<file path="src/hw/rtl/feedback_echo_delay_assert.svh">
// Assertion macros shared by the echo delay RTL.
`ifndef FEEDBACK_ECHO_DELAY_ASSERT_SVH
`define FEEDBACK_ECHO_DELAY_ASSERT_SVH

// Checked on every clock edge outside reset.
`define FED_ASSERT(lbl, prop, msg) \
  lbl: assert property (@(posedge clk_i) disable iff (!rst_ni) prop) else $error(msg);

// Checked on every clock edge, reset included.
`define FED_ASSERT_RST(lbl, prop, msg) \
  lbl: assert property (@(posedge clk_i) prop) else $error(msg);

`endif

</file>
<file path="src/hw/rtl/fed_ram.sv">
module fed_ram #(
  parameter int WIDTH = 16,
  parameter int DEPTH = 16,
  localparam int AW   = $clog2(DEPTH)
) (
  input  logic             clk_i,
  input  logic             we_i,
  input  logic [AW-1:0]    waddr_i,
  input  logic [WIDTH-1:0] wdata_i,
  input  logic             re_i,
  input  logic [AW-1:0]    raddr_i,
  output logic [WIDTH-1:0] rdata_o
);

  logic [WIDTH-1:0] mem_q [DEPTH];
  logic [WIDTH-1:0] rdata_q;

  // Write port
  always_ff @(posedge clk_i) begin
    if (we_i) begin
      mem_q[waddr_i] <= wdata_i;
    end
  end

  // Registered read, old data on a same-address collision
  always_ff @(posedge clk_i) begin
    if (re_i) begin
      rdata_q <= mem_q[raddr_i];
    end
  end

  assign rdata_o = rdata_q;

endmodule
</file>
<file path="config.mk">
export PLATFORM = sky130hd
export DESIGN_NAME = fed_ram
export DESIGN_NICKNAME = d
export VERILOG_FILES = /design/src/hw/rtl/feedback_echo_delay_assert.svh /design/src/hw/rtl/fed_ram.sv
export SDC_FILE = /design/constraint.sdc
export NUM_CORES = 1
export LEC_CHECK = 0
export ABC_AREA = 1
export BUFFER_PORTS_ARGS = -buffer_cell sky130_fd_sc_hd__buf_2
export CAP_MARGIN = 20
export CORE_MARGIN = 2
export CORE_UTILIZATION = 40
export CTS_BUF_LIST = sky130_fd_sc_hd__clkbuf_16
export CTS_CLUSTER_SIZE = 20
export DETAILED_ROUTE_END_ITERATION = 7
export RECOVER_POWER = 25
export SKIP_LAST_GASP = 1
export SYNTH_ARGS = -nofsm -noshare
export SYNTH_HDL_FRONTEND = slang
export SYNTH_SLANG_ARGS = --single-unit
</file>
<file path="constraint.sdc">
create_clock -name clk_i -period 1.8 [get_ports clk_i]
set_input_delay 0.18 -clock clk_i [delete_from_list [all_inputs] [get_ports clk_i]]
set_output_delay 0.18 -clock clk_i [all_outputs]
set_load 0.03 [all_outputs]
</file>
==> metrics.cfg, run 1 <==
[critical_path]
critPathArrivalTime_ns = 1.21
crit_path_end_kind = primary output
r2r-end = rdata_o[13]
crit_family = flip-flops
crit_path_start_kind = flip-flop
critPathKind = flip-flop to primary output
crit_chain = buf_2
critical-path-slowest-cell = edfxtp_1
regToRegSetupSlack_ns = 0.66
max_stage_delay_ns = 0.46
path_buf_inv = 1
worstReg2RegStart = mem_q[5][13]
cp_max_fo = 1
cp.required_ns = 1.62
reg2reg_depth = 6

[timing]
period_minus_slack_ns = 1.39
slew_viol_final = 0
fin_setup_tns_ns = 0
finalSetupViolations = 0
hold_viol = 0
holdWs_ns = 0.0449
worst_pin_slew_ns = 0.882
slew_headroom_pct = 41.2
clock-skew-final_ns = 0.0120
finalCritPeriodShare_pct = 77.2
rsz0062_at_grt = false
fmax_mhz = 719

[die]
dieArea_mm2 = 0.0302
die_y_um = 174
placementRows = 62
start_util_pct = 40.4
core_area_mm2 = 0.0285
die_w_um = 174
ios = 43

[synth]
synth-async-reset-ratio_pct = 0
synth_common_cells = 341 x nand2_1, 272 x edfxtp_1, 196 x inv_1, 193 x nand3_1, 19 x buf_2
syn_nets = 1101
synth-seq-cells = 272
syn_avg_cell_area_um2 = 10.7
ys_seq_area_share_pct = 70.8
syn_inst = 1074
ys_types = 12
netlist.area_leader.share_pct = 70.8
synth.most_common_cell = nand2_1
synth-edff-count = 272
synth_area_leaders = edfxtp_1 71%, nand2_1 11%, nand3_1 8.4%
synth.largest_area_cell = edfxtp_1
yosys_warnings = 0
synth_area_mm2 = 0.0115
synth_ff_type = edfxtp_1

[routing]
drtIter0Drc = 736
vias_per_cell = 4.84
final_antenna_net_count = 0
wl_um = 27700
post_drt_wl_per_cell_um = 17.9
firstDrtPassIters = 5
drc = 0
vias = 7492

[pwr]
power-per-cell-area_mw_per_mm2 = 1030
ir_drop_mv = 0.687
p_leak_uw = 0.00566

[layout]
drive_gt1_share_pct = 11.2
regArea_mm2 = 0.00817
multi_input_area_mm2 = 0.00236
area_growth_pct = 15.3
fillCellCount = 2629
num-nets-final = 1170
final_core_util_pct = 46.6

[clock_network]
cts_tree = built
post_cts_buffers = 0
hold_buffers = 0
clk_path_buf_depth = 3
numCtsBuffers = 28
htreeDepth = 1
cts_resized = 0
cts_root_buf = clkbuf_16
cts.clk_slew.worst_paths_ns = 0.06
clkSinkCount = 272
clk_latency_ns = 0.53

[place]
io_buffer_count = 42
detailedPlacementHpwl_um = 16300
place_congestion = 0.797

[worst_hold_path]
whs_path_depth = 1
min_from = wdata_i[7]
whs_endpoint = mem_q[13][7]
hp-class = primary input to flip-flop

[grt]
grt-ovfl-total = 0
grt_pass1_vias = 7028
grt_pass1_wl_um = 42100
grt_usage_pct = 18.3
antenna_found_initial = 4
grt_max_degree = 59

[job]
drv_cap = 0

[outcome]
status = finished, final reports clean

state kept, by name, summed over array words and instances, names as in the netlist:
name and cells:
mem_q 256, rdata_o 16
cells by family (layout without fill, tap and decap cells):
family	after synthesis	in the layout	synth area share (%)
other	0	2	0
and+or+nand+nor	553	553	20.1
DFF	272	272	70.8
buffers and inverters	249	337	9.09
power breakdown:
group | switching, uW | leakage, uW | internal (uW)
sequential | 38.0 | 0.00247 | 7140
combinational | 645 | 0.00274 | 258
clock | 2270 | 0.000451 | 3300
layout by cell type, fill, tap and decap left out:
master / count
diode_2: 2
inv_4: 1
bufinv_16: 3
nand3b_1: 2
nand2_1: 341
inv_2: 1
nand3_1: 193
buf_2: 30
buf_12: 8
nor2_2: 16
clkinv_2: 1
buf_4: 41
clkbuf_16: 29
edfxtp_1: 272
inv_1: 202
clkinv_1: 10
clkbuf_1: 11
nor2_1: 1
worst reg2reg max path, cell delays in order, from the launching register on:
cell and delay, ns:
edfxtp_1 0.39, inv_1 0.07, nand2_1 0.05, nand3_1 0.08, nand3_1 0.12, nand3_1 0.11, nand2_1 0.08
per-stage QoR:
step / instance area, um^2 / std cells / setup slack (ns) / power [uW]
2_1_floorplan: 11500 / 1074 / 0.320 / 7840
3_3_place_gp: 12400 / 1497 / 0.329 / 8210
4_1_cts: 13300 / 1546 / 0.414 / 13800
5_1_grt: 13300 / 1546 / 0.397 / 14100
6_report: 13300 / 1548 / 0.410 / 13700
3_5_place_dp: 12400 / 1497 / 0.307 / 8220
worst max-delay path by stage:
stage	from	to	slack [ns]	cells after the start
2_1_floorplan	waddr_i[2]	mem_q[10][0]	0.32	2
3_3_place_gp	waddr_i[2]	mem_q[3][7]	0.33	5
3_5_place_dp	waddr_i[2]	mem_q[3][11]	0.31	5
4_1_cts	rdata_o[6]	rdata_o[6]	0.41	1
5_1_grt	rdata_o[6]	rdata_o[6]	0.40	1
6_report	rdata_o[6]	rdata_o[6]	0.41	1
cell type report:
| cell class | count | area share [%] |
|---|---|---|
| Multi-Input combinational cell | 553 | 17.8 |
| Clock buffer | 29 | 5.45 |
| Antenna cell | 2 | 0.0376 |
| Tap cell | 384 | 3.61 |
| Timing Repair Buffer | 90 | 4.96 |
| Clock inverter | 20 | 1.17 |
| Sequential cell | 272 | 61.4 |
| Inverter | 198 | 5.61 |
per-layer routing:
| layer | up-vias | wire length [um] | global-route usage (%) |
|---|---|---|---|
| li1 | 3619 | - | - |
| met1 | 3548 | 12200 | 25.8 |
| met2 | 267 | 12600 | 29.0 |
| met3 | 54 | 2280 | 4.01 |
| met4 | 4 | 622 | 4.76 |
| met5 | - | 27 | 0 |
No activity file was read; power rests on OpenSTA's default activity.
==> run 2, diff against run 1 <==
==> constraint.sdc (replaced) <==
create_clock -name clk_i -period 1.3 [get_ports clk_i]
set_input_delay 0.13 -clock clk_i [delete_from_list [all_inputs] [get_ports clk_i]]
set_output_delay 0.13 -clock clk_i [all_outputs]
set_load 0.03 [all_outputs]
==> run 2 against run 1 <==
  * The run now ends with capacitance limit, setup timing left
  * First-iteration DRC count down 1.2%
  * Via count up 2.0%
  * Routed wire length up 0.68%
  * Global-route usage up 0.19 points
  * Register-to-register slack worse by 0.43 ns
  * Clock-buffer cell count unchanged
  * Critical path type unchanged
  * Critical endpoint is now rdata_o[3]
==> metrics.cfg, run 2 (synthesis gave the netlist of run 1 again) <==
[layout]
num-nets-final = 1210
mostFrequentLayoutCell = nand2_1
fillCellCount = 2609
drive_gt1_share_pct = 13.1
regMostFlops = mem_q
regArea_mm2 = 0.00817
final_cell_mix = 341 x nand2_1, 272 x edfxtp_1, 203 x inv_1
multi_input_area_mm2 = 0.00236
area_growth_pct = 19.6
antenna_cells = 0
largest_reg_flops = 256
final_core_util_pct = 48.4

[critical_path]
critPathArrivalTime_ns = 1.23
max_stage_delay_ns = 0.50
crit_family = flip-flops
regToRegSetupSlack_ns = 0.23
crit_path_end_kind = primary output
path_buf_inv = 1
cp.required_ns = 1.17
critical-path-slowest-cell = edfxtp_1
crit_path_start_kind = flip-flop
cp_max_fo = 1
crit_chain = buf_6
critPathKind = flip-flop to primary output

[pwr]
power-per-cell-area_mw_per_mm2 = 1350
report.power.total_uw = 18700
p_leak_uw = 0.00589
ir_drop_mv = 1.17

[timing]
clock-skew-final_ns = 0.0114
slew_viol_final = 0
finalSetupViolations = 2
fin_setup_tns_ns = -0.110
worst_pin_slew_ns = 1.50
period_minus_slack_ns = 1.36
finalCritPeriodShare_pct = 105
fmax_mhz = 735
rsz0062_at_grt = true
setup_ws_ns = -0.0598
slew_headroom_pct = 0.124
hold_viol = 0

[grt]
grt-ovfl-total = 0
grt_pass1_wl_um = 42500
grt_max_degree = 57
antenna_found_initial = 0
grt_pass1_vias = 7283
grt_usage_pct = 18.5

[clock_network]
clk_latency_ns = 0.54
post_cts_buffers = 0
numCtsBuffers = 28
clk_path_buf_depth = 3
cts_tree = built
cts_root_buf = clkbuf_16
cts.clk_slew.worst_paths_ns = 0.06
clkSinkCount = 272
htreeDepth = 1

[routing]
wl_um = 27900
vias = 7640
drc = 0
drtIter0Drc = 727
final_antenna_net_count = 0
vias_per_cell = 4.82
post_drt_wl_per_cell_um = 17.6
firstDrtPassIters = 5

[die]
placementRows = 62
die_y_um = 174
core_area_mm2 = 0.0285
start_util_pct = 40.4
die_w_um = 174
ios = 43
dieArea_mm2 = 0.0302

[worst_hold_path]
hp-class = primary input to flip-flop

[outcome]
status = finished, violations left
violations = capacitance limit, setup timing

[job]
drv_cap = 1

[place]
detailedPlacementHpwl_um = 17000
io_buffer_count = 42
place_congestion = 0.825

==> run 2: changes by cell type in the layout (fill, tap and decap cells not counted), moves of 5 or more <==
| cell | previous run | this run |
|---|---|---|
| dlygate4sd3_1 | 0 | 16 |
| buf_12 | 8 | 21 |
| buf_4 | 41 | 52 |
| buf_6 | 0 | 8 |
| buf_2 | 30 | 24 |
| clkinv_2 | 1 | 6 |
==> run 2: report_power, final <==
group | switching, uW | leakage, uW | internal (uW)
Clock | 3160 | 0.000439 | 4170
Combinational | 900 | 0.00298 | 484
Sequential | 67.0 | 0.00247 | 9880
Total | 4120 | 0.00589 | 14500
==> run 2: cell type report <==
type                       count  area share [%]
clock inverter                20           0.779
timing repair buffer         130            8.80
sequential                   272            59.2
clock buffer                  29            5.26
multi-input combinational    553            17.1
inverter                     198            5.39
tap                          384            3.48
==> run 2: worst paths after layout <==
kind / start / end / depth (start not counted)
max: rdata_o[3] / rdata_o[3] / 1
min: raddr_i[2] / rdata_o[4] / 4
max reg2reg: mem_q[15][2] / rdata_o[2] / 6
min reg2reg: mem_q[10][15] / rdata_o[15] / 6
==> run 2: through the flow <==
| step | hold slack (ns) | setup slack, ns | instance area, um^2 | instances |
|---|---|---|---|---|
| 3_5_place_dp | 0.524 | -0.117 | 12800 | 1521 |
| 4_1_cts | 0.0156 | -0.0591 | 13800 | 1586 |
| 5_1_grt | 0.0995 | -0.0966 | 13800 | 1586 |
| 3_3_place_gp | 0.521 | -0.0965 | 12800 | 1521 |
| 2_1_floorplan | 0.229 | -0.130 | 11600 | 1074 |
| 6_report | 0.0948 | -0.0598 | 13800 | 1586 |
==> run 2: layer usage <==
layer | up-vias | share of wire (%) | global-route usage (%)
li1 | 3702 | - | -
met2 | 200 | 46 | 29.4
met5 | - | 0 | 0
met3 | 46 | 5.5 | 3.20
met4 | 0 | 2.3 | 5.01
met1 | 3692 | 46 | 26.5
==> run 2: repair_timing <==
| item | in CTS | in global routing |
|---|---|---|
| endpoints found under the setup margin | 6 | 7 |
| hold endpoints to repair | 250 | 0 |
| gates cloned | 0 | 0 |
| hold buffers | 16 | 0 |
| gates resized for setup | 11 | 9 |
